<file path="src/design/spe_pkg.sv">
// ----------------------------------------------------------------------------
// spe_pkg
// Shared types, constants and control store for the permutation enumerator.
// ----------------------------------------------------------------------------
package spe_pkg;

	localparam int MAX_ELEMENTS_DEF = 8;
	localparam int VALUE_BITS_DEF   = 16;
	localparam int IDX_BITS         = 3;
	localparam int CFG_BITS         = 4;
	localparam int UPC_BITS         = 5;

	localparam logic [CFG_BITS-1:0] N_RESET = 4'd8;

	typedef logic [UPC_BITS-1:0] upc_t;

	// control store addresses
	localparam upc_t UA_IDLE      = 5'd0;
	localparam upc_t UA_CHECK     = 5'd1;
	localparam upc_t UA_READ      = 5'd2;
	localparam upc_t UA_FWD_A     = 5'd3;
	localparam upc_t UA_FWD_B     = 5'd4;
	localparam upc_t UA_PUSH      = 5'd5;
	localparam upc_t UA_BACK_A    = 5'd6;
	localparam upc_t UA_BACK_B    = 5'd7;
	localparam upc_t UA_NEXT      = 5'd8;
	localparam upc_t UA_TOP_CHK   = 5'd9;
	localparam upc_t UA_POP       = 5'd10;
	localparam upc_t UA_SET_DONE  = 5'd11;
	localparam upc_t UA_EMIT_INIT = 5'd12;
	localparam upc_t UA_EMIT_RD   = 5'd13;
	localparam upc_t UA_EMIT      = 5'd14;
	localparam upc_t UA_EMIT_INC  = 5'd15;
	localparam upc_t UA_RETURN    = 5'd16;

	typedef enum logic [2:0] {
		MEM_NONE    = 3'd0,
		MEM_RD_SWAP = 3'd1,
		MEM_WR_A    = 3'd2,
		MEM_WR_B    = 3'd3,
		MEM_RD_EMIT = 3'd4
	} mem_op_t;

	typedef enum logic [2:0] {
		STK_NONE     = 3'd0,
		STK_COMPLETE = 3'd1,
		STK_PUSH     = 3'd2,
		STK_NEXT_SIB = 3'd3,
		STK_POP      = 3'd4,
		STK_SET_DONE = 3'd5
	} stk_op_t;

	typedef enum logic [3:0] {
		C_NEVER      = 4'd0,
		C_ALWAYS     = 4'd1,
		C_START      = 4'd2,
		C_DONE       = 4'd3,
		C_COMPLETED  = 4'd4,
		C_LAST_LEVEL = 4'd5,
		C_LAST_SIB   = 4'd6,
		C_TOP_ZERO   = 4'd7,
		C_OUT_FULL   = 4'd8,
		C_MORE       = 4'd9,
		C_WAIT       = 4'd10
	} cond_t;

	typedef struct packed {
		mem_op_t mem;
		stk_op_t stk;
		logic    idle;
		logic    k_clr;
		logic    k_inc;
		logic    emit;
	} dp_ctl_t;

	typedef struct packed {
		dp_ctl_t dp;
		cond_t   cond;
		upc_t    target;
	} ctl_word_t;

	typedef struct packed {
		logic start;
		logic done;
		logic completed;
		logic last_level;
		logic last_sib;
		logic top_zero;
		logic out_full;
		logic more;
	} stat_t;

	function automatic ctl_word_t ucode_rom(input upc_t addr);
		ctl_word_t w;
		w = '0;
		unique case (addr)
			UA_IDLE: begin
				w.dp.idle = 1'b1;
				w.cond    = C_WAIT;
				w.target  = UA_IDLE;
			end
			UA_CHECK: begin
				w.cond   = C_DONE;
				w.target = UA_EMIT_INIT;
			end
			UA_READ: begin
				w.dp.mem = MEM_RD_SWAP;
				w.cond   = C_COMPLETED;
				w.target = UA_BACK_A;
			end
			UA_FWD_A: begin
				w.dp.mem = MEM_WR_A;
			end
			UA_FWD_B: begin
				w.dp.mem = MEM_WR_B;
				w.dp.stk = STK_COMPLETE;
				w.cond   = C_LAST_LEVEL;
				w.target = UA_EMIT_INIT;
			end
			UA_PUSH: begin
				w.dp.stk = STK_PUSH;
				w.cond   = C_ALWAYS;
				w.target = UA_READ;
			end
			UA_BACK_A: begin
				w.dp.mem = MEM_WR_A;
			end
			UA_BACK_B: begin
				w.dp.mem = MEM_WR_B;
				w.cond   = C_LAST_SIB;
				w.target = UA_TOP_CHK;
			end
			UA_NEXT: begin
				w.dp.stk = STK_NEXT_SIB;
				w.cond   = C_ALWAYS;
				w.target = UA_READ;
			end
			UA_TOP_CHK: begin
				w.cond   = C_TOP_ZERO;
				w.target = UA_SET_DONE;
			end
			UA_POP: begin
				w.dp.stk = STK_POP;
				w.cond   = C_ALWAYS;
				w.target = UA_READ;
			end
			UA_SET_DONE: begin
				w.dp.stk = STK_SET_DONE;
			end
			UA_EMIT_INIT: begin
				w.dp.k_clr = 1'b1;
			end
			UA_EMIT_RD: begin
				w.dp.mem = MEM_RD_EMIT;
			end
			UA_EMIT: begin
				w.dp.emit = 1'b1;
				w.cond    = C_OUT_FULL;
				w.target  = UA_EMIT;
			end
			UA_EMIT_INC: begin
				w.dp.k_inc = 1'b1;
				w.cond     = C_MORE;
				w.target   = UA_EMIT_RD;
			end
			UA_RETURN: begin
				w.cond   = C_ALWAYS;
				w.target = UA_IDLE;
			end
			default: begin
				w.cond   = C_ALWAYS;
				w.target = UA_IDLE;
			end
		endcase
		return w;
	endfunction

endpackage

</file>
<file path="src/design/swap_permutation_enumerator.sv">
// ----------------------------------------------------------------------------
// swap_permutation_enumerator
// Lists every ordering of a stored array by swap-based backtracking.
// ----------------------------------------------------------------------------
// Input channel (in_valid/in_ready): op 0 writes load_value at load_index and
// restarts the listing; op 1 asks for the next ordering. A load request gives
// no result. A next request gives n_in_use results, clamped to 1..MAX_ELEMENTS,
// on the output channel (out_valid/out_ready), element 0 first, last set on the
// final one; once all orderings were given, values are zero and exhausted is
// set. A next request is dispatched and then runs forward steps that push, the
// forward step that completes an ordering, sibling steps, pops and the step
// that empties the stack, then emits each element. The first request runs
// forward steps only; for N of 2 or more a later one needs a pop, a sibling,
// a push and the closing forward step, plus a pop and a push for each further
// level it backs out of. Once exhausted a request goes straight to the emit
// steps.
// The config channel (cfg_valid/cfg_ready, data n_in_use) is taken only while
// the sequencer waits for a request; it also restarts the listing.
// Reset clears the store to zero, n_in_use to 8 and starts at the first level.
// A stalled receiver holds the sequencer on the emit step; the output
// register takes a new element in the same cycle that the held one is taken.
// ----------------------------------------------------------------------------
module swap_permutation_enumerator #(
	parameter int MAX_ELEMENTS = spe_pkg::MAX_ELEMENTS_DEF,
	parameter int VALUE_BITS   = spe_pkg::VALUE_BITS_DEF
) (
	input  logic                         clk,
	input  logic                         arst_n,
	input  logic                         in_valid,
	output logic                         in_ready,
	input  logic                         op,
	input  logic [spe_pkg::IDX_BITS-1:0] load_index,
	input  logic signed [VALUE_BITS-1:0] load_value,
	input  logic                         cfg_valid,
	output logic                         cfg_ready,
	input  logic [spe_pkg::CFG_BITS-1:0] n_in_use,
	output logic                         out_valid,
	input  logic                         out_ready,
	output logic [spe_pkg::IDX_BITS-1:0] element_index,
	output logic signed [VALUE_BITS-1:0] element_value,
	output logic                         last,
	output logic                         exhausted
);
	import spe_pkg::*;

	dp_ctl_t ctl;
	stat_t   stat;

	spe_sequencer u_seq (
		.clk    (clk),
		.arst_n (arst_n),
		.stat   (stat),
		.ctl    (ctl)
	);

	spe_datapath #(
		.MAX_ELEMENTS (MAX_ELEMENTS),
		.VALUE_BITS   (VALUE_BITS)
	) u_dp (
		.clk           (clk),
		.arst_n        (arst_n),
		.ctl           (ctl),
		.stat          (stat),
		.in_valid      (in_valid),
		.in_ready      (in_ready),
		.op            (op),
		.load_index    (load_index),
		.load_value    (load_value),
		.cfg_valid     (cfg_valid),
		.cfg_ready     (cfg_ready),
		.n_in_use      (n_in_use),
		.out_valid     (out_valid),
		.out_ready     (out_ready),
		.element_index (element_index),
		.element_value (element_value),
		.last          (last),
		.exhausted     (exhausted)
	);

endmodule

</file>
<file path="src/design/spe_sequencer.sv">
// ----------------------------------------------------------------------------
// spe_sequencer
// Step counter over the control store with conditional jumps.
// ----------------------------------------------------------------------------
module spe_sequencer (
	input  logic             clk,
	input  logic             arst_n,
	input  spe_pkg::stat_t   stat,
	output spe_pkg::dp_ctl_t ctl
);
	import spe_pkg::*;

	upc_t      upc_q;
	ctl_word_t word;
	logic      take;

	assign word = ucode_rom(upc_q);
	assign ctl  = word.dp;

	always_comb begin
		unique case (word.cond)
			C_NEVER:      take = 1'b0;
			C_ALWAYS:     take = 1'b1;
			C_START:      take = stat.start;
			C_DONE:       take = stat.done;
			C_COMPLETED:  take = stat.completed;
			C_LAST_LEVEL: take = stat.last_level;
			C_LAST_SIB:   take = stat.last_sib;
			C_TOP_ZERO:   take = stat.top_zero;
			C_OUT_FULL:   take = stat.out_full;
			C_MORE:       take = stat.more;
			C_WAIT:       take = ~stat.start;
			default:      take = 1'b0;
		endcase
	end

	always_ff @(posedge clk or negedge arst_n) begin
		if (!arst_n) begin
			upc_q <= UA_IDLE;
		end else if (take) begin
			upc_q <= word.target;
		end else begin
			upc_q <= upc_q + 1'b1;
		end
	end

endmodule

</file>
<file path="src/design/spe_datapath.sv">
// ----------------------------------------------------------------------------
// spe_datapath
// Element store, node stack, emit counter and output register.
// ----------------------------------------------------------------------------
module spe_datapath #(
	parameter int MAX_ELEMENTS = spe_pkg::MAX_ELEMENTS_DEF,
	parameter int VALUE_BITS   = spe_pkg::VALUE_BITS_DEF
) (
	input  logic                             clk,
	input  logic                             arst_n,
	input  spe_pkg::dp_ctl_t                 ctl,
	output spe_pkg::stat_t                   stat,
	input  logic                             in_valid,
	output logic                             in_ready,
	input  logic                             op,
	input  logic [spe_pkg::IDX_BITS-1:0]     load_index,
	input  logic signed [VALUE_BITS-1:0]     load_value,
	input  logic                             cfg_valid,
	output logic                             cfg_ready,
	input  logic [spe_pkg::CFG_BITS-1:0]     n_in_use,
	output logic                             out_valid,
	input  logic                             out_ready,
	output logic [spe_pkg::IDX_BITS-1:0]     element_index,
	output logic signed [VALUE_BITS-1:0]     element_value,
	output logic                             last,
	output logic                             exhausted
);
	import spe_pkg::*;

	localparam int IW = (MAX_ELEMENTS > 1) ? $clog2(MAX_ELEMENTS) : 1;
	localparam int CW = $clog2(MAX_ELEMENTS + 1);
	localparam int XW = CW + 1;

	logic signed [VALUE_BITS-1:0] mem [MAX_ELEMENTS];
	logic [MAX_ELEMENTS-1:0]      valid_q;
	logic signed [VALUE_BITS-1:0] rd_a_q, rd_b_q;
	logic                         rva_q, rvb_q;
	logic signed [VALUE_BITS-1:0] a_val, b_val;

	logic [IW-1:0]           node_swap_q [MAX_ELEMENTS];
	logic [MAX_ELEMENTS-1:0] node_done_q;
	logic [IW-1:0]           top_q, k_q;
	logic                    done_q;
	logic [CFG_BITS-1:0]     n_q;

	logic [CW-1:0] n_eff;
	logic [IW-1:0] s, t_inc, s_inc, ra_addr;
	logic [XW-1:0] t1, s1, k1, n_x;

	logic                         cfg_fire, in_fire, load_fire, restart;
	logic                         wr_en;
	logic [IW-1:0]                wr_addr;
	logic signed [VALUE_BITS-1:0] wr_data;
	logic                         out_full, emit_fire;

	logic [IDX_BITS-1:0]          idx_q;
	logic signed [VALUE_BITS-1:0] val_q;
	logic                         last_q, exh_q, out_valid_q;

	assign cfg_ready = ctl.idle;
	assign in_ready  = ctl.idle & ~cfg_valid;
	assign cfg_fire  = cfg_valid & cfg_ready;
	assign in_fire   = in_valid & in_ready;
	assign load_fire = in_fire & ~op;
	assign restart   = cfg_fire | load_fire;

	always_comb begin
		if (n_q == '0) begin
			n_eff = CW'(1);
		end else if (32'(n_q) > MAX_ELEMENTS) begin
			n_eff = CW'(MAX_ELEMENTS);
		end else begin
			n_eff = CW'(n_q);
		end
	end

	assign s     = node_swap_q[top_q];
	assign t_inc = top_q + 1'b1;
	assign s_inc = s + 1'b1;
	assign t1    = XW'(top_q) + 1'b1;
	assign s1    = XW'(s) + 1'b1;
	assign k1    = XW'(k_q) + 1'b1;
	assign n_x   = XW'(n_eff);

	assign a_val = rva_q ? rd_a_q : '0;
	assign b_val = rvb_q ? rd_b_q : '0;

	assign out_full  = out_valid_q & ~out_ready;
	assign emit_fire = ctl.emit & ~out_full;

	assign stat.start      = in_fire & op;
	assign stat.done       = done_q;
	assign stat.completed  = node_done_q[top_q];
	assign stat.last_level = t1 >= n_x;
	assign stat.last_sib   = s1 >= n_x;
	assign stat.top_zero   = top_q == '0;
	assign stat.out_full   = out_full;
	assign stat.more       = k1 < n_x;

	// single write port: loads, then the two halves of an exchange
	always_comb begin
		wr_en   = 1'b0;
		wr_addr = top_q;
		wr_data = b_val;
		if (load_fire && (32'(load_index) < MAX_ELEMENTS)) begin
			wr_en   = 1'b1;
			wr_addr = IW'(load_index);
			wr_data = load_value;
		end
		unique case (ctl.mem)
			MEM_WR_A: begin
				wr_en   = 1'b1;
				wr_addr = top_q;
				wr_data = b_val;
			end
			MEM_WR_B: begin
				wr_en   = 1'b1;
				wr_addr = s;
				wr_data = a_val;
			end
			default: begin
			end
		endcase
	end

	assign ra_addr = (ctl.mem == MEM_RD_EMIT) ? k_q : top_q;

	always_ff @(posedge clk) begin
		if (wr_en) begin
			mem[wr_addr] <= wr_data;
		end
		if (ctl.mem == MEM_RD_SWAP || ctl.mem == MEM_RD_EMIT) begin
			rd_a_q <= mem[ra_addr];
			rva_q  <= valid_q[ra_addr];
			rd_b_q <= mem[s];
			rvb_q  <= valid_q[s];
		end
	end

	// invalid entries read as zero; exhaustion clears the whole store
	always_ff @(posedge clk or negedge arst_n) begin
		if (!arst_n) begin
			valid_q <= '0;
		end else if (ctl.stk == STK_SET_DONE) begin
			valid_q <= '0;
		end else if (wr_en) begin
			valid_q[wr_addr] <= 1'b1;
		end
	end

	always_ff @(posedge clk or negedge arst_n) begin
		if (!arst_n) begin
			for (int i = 0; i < MAX_ELEMENTS; i++) begin
				node_swap_q[i] <= IW'(i);
			end
			node_done_q <= '0;
			top_q       <= '0;
			done_q      <= 1'b0;
			n_q         <= N_RESET;
			k_q         <= '0;
		end else begin
			if (cfg_fire) begin
				n_q <= n_in_use;
			end
			if (restart) begin
				top_q          <= '0;
				node_swap_q[0] <= '0;
				node_done_q[0] <= 1'b0;
				done_q         <= 1'b0;
			end
			unique case (ctl.stk)
				STK_COMPLETE: begin
					node_done_q[top_q] <= 1'b1;
				end
				STK_PUSH: begin
					top_q              <= t_inc;
					node_swap_q[t_inc] <= t_inc;
					node_done_q[t_inc] <= 1'b0;
				end
				STK_NEXT_SIB: begin
					node_swap_q[top_q] <= s_inc;
					node_done_q[top_q] <= 1'b0;
				end
				STK_POP: begin
					top_q <= top_q - 1'b1;
				end
				STK_SET_DONE: begin
					done_q <= 1'b1;
				end
				default: begin
				end
			endcase
			if (ctl.k_clr) begin
				k_q <= '0;
			end else if (ctl.k_inc) begin
				k_q <= k_q + 1'b1;
			end
		end
	end

	always_ff @(posedge clk or negedge arst_n) begin
		if (!arst_n) begin
			out_valid_q <= 1'b0;
		end else if (emit_fire) begin
			out_valid_q <= 1'b1;
		end else if (out_ready) begin
			out_valid_q <= 1'b0;
		end
	end

	always_ff @(posedge clk) begin
		if (emit_fire) begin
			idx_q  <= IDX_BITS'(k_q);
			val_q  <= done_q ? '0 : a_val;
			last_q <= k1 == n_x;
			exh_q  <= done_q;
		end
	end

	assign out_valid     = out_valid_q;
	assign element_index = idx_q;
	assign element_value = val_q;
	assign last          = last_q;
	assign exhausted     = exh_q;

endmodule
</file>
<file path="config.mk">
export PLATFORM = sky130hd
export DESIGN_NAME = swap_permutation_enumerator
export DESIGN_NICKNAME = d
export VERILOG_FILES = /design/src/design/spe_pkg.sv /design/src/design/swap_permutation_enumerator.sv /design/src/design/spe_sequencer.sv /design/src/design/spe_datapath.sv
export SDC_FILE = /design/constraint.sdc
export NUM_CORES = 1
export LEC_CHECK = 0
export BUFFER_PORTS_ARGS = -buffer_cell sky130_fd_sc_hd__buf_4
export CAP_MARGIN = 40
export CORE_ASPECT_RATIO = 0.7
export CORE_MARGIN = 8
export CORE_UTILIZATION = 62
export CTS_CLUSTER_SIZE = 14
export DETAILED_ROUTE_END_ITERATION = 7
export PLACE_DENSITY = 0.89
export SLEW_MARGIN = 20
export SYNTH_ARGS = -nofsm -noshare
export SYNTH_HDL_FRONTEND = slang
export SYNTH_SLANG_ARGS = --single-unit
</file>
<file path="constraint.sdc">
create_clock -name clk -period 5.07 [get_ports clk]
set_input_delay 0.507 -clock clk [delete_from_list [all_inputs] [get_ports clk]]
set_output_delay 0.507 -clock clk [all_outputs]
set_load 0.01 [all_outputs]
</file>
Word level (Yosys, flattened, before mapping)

Memory sizes are Yosys's and may differ from the RTL's. A register that Yosys moved wholly into a read port is not among the register bits.
Cells that the tools add are included.

Add/sub/neg operators: 8
Order comparisons: 16
Eq/ne operators: 35
Multiplexer cells: 57
Bitwise operators: 21
Reductions and logical operators: 21

Operator list:

| operator                                           | number |
|---|---|
| one-hot mux 9 bit (10 select lines)                | 1 |
| bitwise mux 24 bit                                 | 2 |
| 2-to-1 mux 16 bit                                  | 3 |
| one-hot mux 24 bit (2 select lines)                | 1 |
| == test 5 x 4 -> 1 bit, second input constant      | 8 |
| one-hot mux 16 bit (2 select lines)                | 1 |
| 2-to-1 mux 3 bit                                   | 10 |
| one-hot mux 8 bit (3 select lines)                 | 1 |
| == test 5 x 3 -> 1 bit, second input constant      | 4 |
| < comparator 3 x 4 -> 1 bit, second input constant | 5 |
| 2-to-1 mux 1 bit                                   | 19 |
| demux 3 bit (select 3 bit)                         | 2 |
| AND 8 bit                                          | 2 |
| == test 4 x 3 -> 1 bit, second input constant      | 4 |
| 2-to-1 mux 8 bit                                   | 2 |
| inverter 8 bit                                     | 2 |
| OR 8 bit                                           | 2 |
| one-hot mux 3 bit (5 select lines)                 | 1 |
| adder 3 x 1 -> 4 bit, second input constant        | 3 |
| == test 3 x 2 -> 1 bit, second input constant      | 4 |
| == test 4 bit, second input constant               | 3 |
| one-hot mux 3 bit (2 select lines)                 | 2 |
| one-hot mux 3 bit (4 select lines)                 | 1 |
| == test 5 x 2 -> 1 bit, second input constant      | 2 |
| other kinds (35)                                   | 73 |

Register bits: 80
RAM bits: 128
Output and inout bits: 24
Logic and storage cells: 182
Memories: 1

Memory list:

| memory   | words | bits a word | read ports | clocked after Yosys merged registers in | wr ports | line               | source |
|---|---|---|---|---|---|---|---|
| u_dp.mem | 8     | 16          | 2          | 2                                       | 1        | spe_datapath.sv:34 | `logic signed [VALUE_BITS-1:0] mem [MAX_ELEMENTS];` |

Longest topological paths before layout

Word-level depth: 14
Mapped depth: 16
Gate-level depth less buffers: 12

Cells and area by module

A second synthesis with hierarchy kept.

Cells, all modules: 1,026
Area total of the unflattened synthesis: 12,263.0 sq um

Modules (own cells, without submodules):

| module        | times used | cells each | area an instance (sq um) | sequential area each (sq um) |
|---|---|---|---|---|
| spe_datapath  | 1          | 925        | 11,400.9                 | 6,812.8 |
| spe_sequencer | 1          | 101        | 862.1                    | 125.1 |

Worst setup path before layout

OpenSTA, ideal clock, no wires.

Path type: register to register
Start point: register u_dp.top_q[0]
End point: register u_seq.upc_q[1]
Library setup time: 0.125 ns
Arrival time: 3.391 ns
Path slack: 1.554 ns
Stages on the path, launching flop included: 17
Period minus slack after synthesis: 3.516 ns
Cell sequence: dfrtp_1 > buf_2 > buf_2 > and3_1 > o21ai_0 > o2111ai_1 > buf_2 > buf_2 > ha_1 > xnor2_1 > ha_1 > o21a_1 > a21oi_1 > o311ai_1 > o211ai_1 > nand3_2 > mux2_2

Cells in the longest elaborated chain, start to end: 8

Ends and longest elaborated chain:

| item                                                 | line                | source |
|---|---|---|
| from (decl)                                          | spe_datapath.sv:42  | `logic [IW-1:0] top_q, k_q;` |
| from (signal assigned)                               | spe_datapath.sv:176 | `top_q <= t_inc;` |
| from (signal assigned)                               | spe_datapath.sv:185 | `top_q <= top_q - 1'b1;` |
| inverter 3 -> 4 bit (not written as such)            | spe_datapath.sv:77  | `assign s = node_swap_q[top_q];` |
| binary-select mux 3 bit (select 3 bit)               | spe_datapath.sv:77  |  |
| 2-to-1 mux 3 bit (not written as such) (2 in series) | spe_datapath.sv:77  |  |
| adder 3 x 1 -> 4 bit                                 | spe_datapath.sv:81  | `assign s1 = XW'(s) + 1'b1;` |
| >= comparator 5 x 4 -> 1 bit                         | spe_datapath.sv:95  | `assign stat.last_sib = s1 >= n_x;` |
| one-hot mux 1 bit (10 select lines) *                | spe_sequencer.sv:21 | `unique case (word.cond)` |
| 2-to-1 mux 5 bit *                                   | spe_sequencer.sv:40 | `end else if (take) begin` |
| to (signal assigned)                                 | spe_sequencer.sv:41 | `upc_q <= word.target;` |
| to (signal assigned)                                 | spe_sequencer.sv:43 | `upc_q <= upc_q + 1'b1;` |
| to (decl)                                            | spe_sequencer.sv:13 | `upc_t upc_q;` |

Mark *: on every way between the ends. The rest lies on a longest branch, timed or not. The select of a mux whose other input is x is not followed.
A chain may end at the register's enable or synchronous reset.

Final worst setup path

Start point: register u_dp.top_q[1]
End point: register u_dp.valid_q[6]

Cells in the longest elaborated chain, start to end: 12

Ends and longest elaborated chain:

| item                                                                                              | line                | source |
|---|---|---|
| inverter 3 -> 4 bit (not written as such)                                                         | spe_datapath.sv:77  |  |
| binary-select mux 3 bit (select 3 bit)                                                            | spe_datapath.sv:77  |  |
| 2-to-1 mux 3 bit (not written as such) (2 in series)                                              | spe_datapath.sv:77  |  |
| one-hot mux 3 bit (2 select lines) *                                                              | spe_datapath.sv:110 | `unique case (ctl.mem)` |
| < comparator 3 x 4 -> 1 bit (not written as such) or >= comparator 3 x 1 -> 1 bit (tied branches) | spe_datapath.sv:147 | `valid_q[wr_addr] <= 1'b1;` |
| logical AND 1 bit (not written as such)                                                           | spe_datapath.sv:147 |  |
| 2-to-1 mux 1 bit (not written as such)                                                            | spe_datapath.sv:147 |  |
| demux 1 bit (select 3 bit) *                                                                      | -                   |  |
| OR 8 bit (no source line) *                                                                       | -                   |  |
| 2-to-1 mux 8 bit *                                                                                | spe_datapath.sv:146 | `end else if (wr_en) begin` |
| 2-to-1 mux 8 bit *                                                                                | spe_datapath.sv:144 | `end else if (ctl.stk == STK_SET_DONE) begin` |
| to (signal assigned)                                                                              | spe_datapath.sv:143 | `valid_q <= '0;` |
| to (signal assigned)                                                                              | spe_datapath.sv:145 | `valid_q <= '0;` |
| to (signal, indexed assignment)                                                                   | spe_datapath.sv:147 |  |
| to (decl)                                                                                         | spe_datapath.sv:35  | `logic [MAX_ELEMENTS-1:0] valid_q;` |

Marks and branches as above.

==> impl_metrics.py <==
metrics = {
    "outcome": {
        "status": "complete, no violations",
    },
    "yosys": {
        "synthesis.area_um2": 12100,
        "fraction_of_registers_with_async_set_or_reset_after_synthesis_pct": 23.8,
        "postSynthCellCount": 905,
        "synth_ff_type": "sky130_fd_sc_hd__edfxtp_1",
        "synth_fp_nets": 956,
        "synth-seq-area-share_pct": 57.3,
        "number_of_unique_standard_cell_types_used_by_synthesis": 73,
        "synth-seq-cells": 240,
        "synth.avg_cell_area_um2": 13.4,
        "number_of_flops_mapped_to_enable_cells_by_yosys": 183,
        "yosysWarnings": 0,
    },
    "power": {
        "p_leak_uw": 0.00505,
        "power_share_of_the_clock_group_pct": 17.9,
        "swShare_pct": 39.0,
        "combPwrFrac_pct": 46.6,
        "sequential_power_share_pct": 35.5,
        "power_density_nw_per_um2": 704,
        "intPower_uw": 5880,
        "irDropWorstVdd_v": 0.000361,
        "switchingPower_uw": 3760,
    },
    "timing": {
        "final_max_slew_viol_count": 0,
        "skew_ps": 14.3,
        "hold_violations": 0,
        "setup_viol": 0,
        "totalNegativeSetupSlack_ps": 0,
        "rsz0062_at_grt": "no",
        "fin_crit_ps": 4290,
        "slew_headroom_pct": 42.1,
        "achievable_frequency_mhz": 233,
        "worst-slew-pin-transition_ps": 860,
        "period_share_pct": 84.6,
        "hold-worst-slack_ps": 251,
    },
    "floorplan": {
        "floorplan.initialDensity_pct": 63.7,
        "rows": 42,
        "die_span_in_x_um": 183,
        "area_of_the_die_um2": 24300,
        "core_area_um2": 19000,
        "io-pin-count": 53,
        "dieHeight_um": 133,
    },
    "clock_tree": {
        "postCtsSetupRepairBufs": 0,
        "path_clk_slew_ps": 60,
        "clock_tree.htree_level_count": 1,
        "cts_max_path_buffers": 3,
        "cts_tree": "built",
        "clkSinkCount": 240,
        "clock-root-buffer": "sky130_fd_sc_hd__clkbuf_16",
        "postCtsResizedCells": 0,
        "num_cts_buffers": 23,
        "worstSkewPairLatency_ps": 520,
    },
    "grt": {
        "grt_pass1_wl_um": 48200,
        "grt-ovfl-total": 0,
        "largest_net_degree_at_the_start_of_global_routing": 80,
        "number_of_global_route_vias_before_repair": 8211,
        "grt_use_total_pct": 25.3,
        "grt_antenna_before_repair": 0,
    },
    "cells_and_area": {
        "final_layout_size_suffix_gt1_share_pct": 25.2,
        "final_core_utilization_pct": 71.9,
        "mostFrequentLayoutCells": "sky130_fd_sc_hd__edfxtp_1, sky130_fd_sc_hd__nand2_1, sky130_fd_sc_hd__buf_4, sky130_fd_sc_hd__nor2_1, sky130_fd_sc_hd__mux2_2",
        "layout_commonest_cell": "sky130_fd_sc_hd__edfxtp_1",
        "num_antenna_cells": 0,
        "fillers": 1199,
        "layout.nets": 1007,
        "syn2layout_area_growth_pct": 12.9,
    },
    "route": {
        "detail-route-antenna-nets": 0,
        "first_pass_drt_iterations": 6,
        "detailroute.via_count": 8465,
        "count_of_unresolved_drc_violations_after_routing": 0,
        "detail_route.wirelength_um": 31100,
        "drt_iter0_markers": 1187,
        "wl_per_cell_um": 25.2,
        "drt-vias-per-instance": 6.84,
    },
    "critical_path": {
        "cp.required_ps": 5480,
        "timing.critical_path.fanout_max": 79,
        "critical_path.endpoint_type": "register",
        "most_common_cell_type_on_the_critical_path": "sky130_fd_sc_hd__buf_4",
        "worstPathArrival_ps": 4700,
        "cp_cell_sequence": "buf_4, nor3b_1, a22oi_1, nand3_2, buf_4, mux2i_1, o21ai_0, nor2_2, buf_4, a21o_1",
        "max_incr_delay_on_cp_ps": 670,
        "worstSetupPathType": "register to register",
        "worstSetupStartpointType": "register",
        "worst_path_cell_with_the_longest_stage_delay": "sky130_fd_sc_hd__o21ai_0",
    },
    "job": {
        "maxCapViolations": 0,
    },
    "place": {
        "gp_congestion": 0.944,
        "dpl.hpwl_um": 19600,
        "port_buffers": 52,
    },
    "hold_path": {
        "holdCritPathClass": "primary input to register",
    },
}
==> cell usage after synthesis, types with 7 or more instances <==
cell | count | area share (%)
sky130_fd_sc_hd__a21o_1 | 10 | 0.62
sky130_fd_sc_hd__a21oi_1 | 18 | 0.74
sky130_fd_sc_hd__a221o_1 | 17 | 1.4
sky130_fd_sc_hd__and2_1 | 7 | 0.36
sky130_fd_sc_hd__and3_1 | 8 | 0.41
sky130_fd_sc_hd__buf_2 | 26 | 1.1
sky130_fd_sc_hd__buf_6 | 7 | 0.65
sky130_fd_sc_hd__clkbuf_1 | 17 | 0.53
sky130_fd_sc_hd__dfrtp_1 | 44 | 9.1
sky130_fd_sc_hd__dfstp_2 | 13 | 2.8
sky130_fd_sc_hd__edfxtp_1 | 183 | 45
sky130_fd_sc_hd__ha_1 | 22 | 2.3
sky130_fd_sc_hd__inv_1 | 16 | 0.50
sky130_fd_sc_hd__mux2_2 | 61 | 5.7
sky130_fd_sc_hd__mux2i_1 | 44 | 3.6
sky130_fd_sc_hd__mux4_1 | 11 | 2.4
sky130_fd_sc_hd__mux4_2 | 28 | 5.2
sky130_fd_sc_hd__nand2_1 | 93 | 2.9
sky130_fd_sc_hd__nand2b_1 | 7 | 0.36
sky130_fd_sc_hd__nand3_1 | 12 | 0.50
sky130_fd_sc_hd__nor2_1 | 72 | 2.2
sky130_fd_sc_hd__o211ai_1 | 19 | 1.2
sky130_fd_sc_hd__o21ai_0 | 47 | 1.9
sky130_fd_sc_hd__o21ai_1 | 9 | 0.37
==> final cells by class <==
type	instances	area [µm²]	share of cell area, %
flip-flops and latches	240	6940	50.7
clock buffers	34	692	5.06
inverters	19	71.3	0.521
clock inverters	8	68.8	0.503
well taps	264	330	2.41
multi-input cells	589	4850	35.4
repair buffers	83	739	5.40
==> sequential cells by signal, indices dropped and copies added, names as in the netlist <==
| signal | count |
|---|---|
| u_dp.mem | 128 |
| u_dp.node_swap_q | 24 |
| u_dp.element_value | 16 |
| u_dp.rd_a_q | 16 |
| u_dp.rd_b_q | 16 |
| u_dp.node_done_q | 8 |
| u_dp.valid_q | 8 |
| u_seq.upc_q | 5 |
| u_dp.n_q | 4 |
| u_dp.element_index | 3 |
| u_dp.k_q | 3 |
| u_dp.top_q | 3 |
| u_dp.done_q | 1 |
| u_dp.exhausted | 1 |
| u_dp.last | 1 |
| u_dp.out_valid | 1 |
| u_dp.rva_q | 1 |
| u_dp.rvb_q | 1 |
==> worst max-delay path: cells and delay by family (launching register included) <==
| kind | cells | cell delay, ps |
|---|---|---|
| AOI/OAI and AO/OA | 3 | 1020 |
| buffers and inverters | 3 | 1220 |
| DFF | 1 | 660 |
| muxes | 1 | 250 |
| and+or+nand+nor | 3 | 970 |
==> power by group through the flow <==
stage	Sequential [µW]	Combinational, µW	Clock (µW)
3_5_place_dp	3440	4270	0
6_report	3420	4490	1720
3_3_place_gp	3420	3990	0
5_1_grt	3460	4810	1810
2_1_floorplan	3220	3250	0
4_1_cts	3410	4330	1740
==> routing by layer <==
metal	wire (µm)	part of all wire (%)	global-route usage, %	vias up
met4	857	2.8	7.70	0
met2	14500	47	39.5	624
li1	-	-	-	3583
met1	12000	39	34.7	4191
met5	0	0	0	-
met3	3750	12	6.15	67
==> what timing repair did <==
item                                   4_1_cts  5_1_grt
setup endpoints to repair                    0        0
hold buffers                                 0        1
endpoints found under the hold margin        0        3
==> cell families after synthesis <==
| family | count (synthesis) | share of synthesized area (%) |
|---|---|---|
| fa+ha+maj | 22 | 2.27 |
| flops | 240 | 57.3 |
| simple gates | 242 | 9.46 |
| mux | 149 | 17.6 |
| buf+inv | 76 | 3.24 |
| compound gates | 169 | 9.66 |
| xor+xnor | 7 | 0.506 |
==> path summary, 6_finish.rpt <==
check	start	endpoint	slack, ps	cells past startpoint
worst min register to register	u_dp.node_swap_q[17]	u_dp.node_swap_q[17]	490	1
worst max-delay path	u_dp.top_q[1]	u_dp.valid_q[6]	780	10
worst max register to register	u_dp.top_q[1]	u_dp.valid_q[6]	780	10
worst min-delay path	n_in_use[3]	u_dp.n_q[3]	250	2
max in group asynchronous	arst_n	u_dp.n_q[3]	4230	3
min in group asynchronous	arst_n	u_dp.node_swap_q[3]	520	3
==> per-stage QoR <==
| stage | instances | cell area (µm²) | setup slack (ps) | total power [µW] |
|---|---|---|---|---|
| 3_3_place_gp | 1185 | 12800 | 972 | 7410 |
| 4_1_cts | 1232 | 13600 | 951 | 9480 |
| 5_1_grt | 1237 | 13700 | 640 | 10100 |
| 2_1_floorplan | 905 | 12100 | 1550 | 6470 |
| 3_5_place_dp | 1190 | 12800 | 994 | 7710 |
| 6_report | 1237 | 13700 | 779 | 9630 |
(Power assumes the default switching activity.)
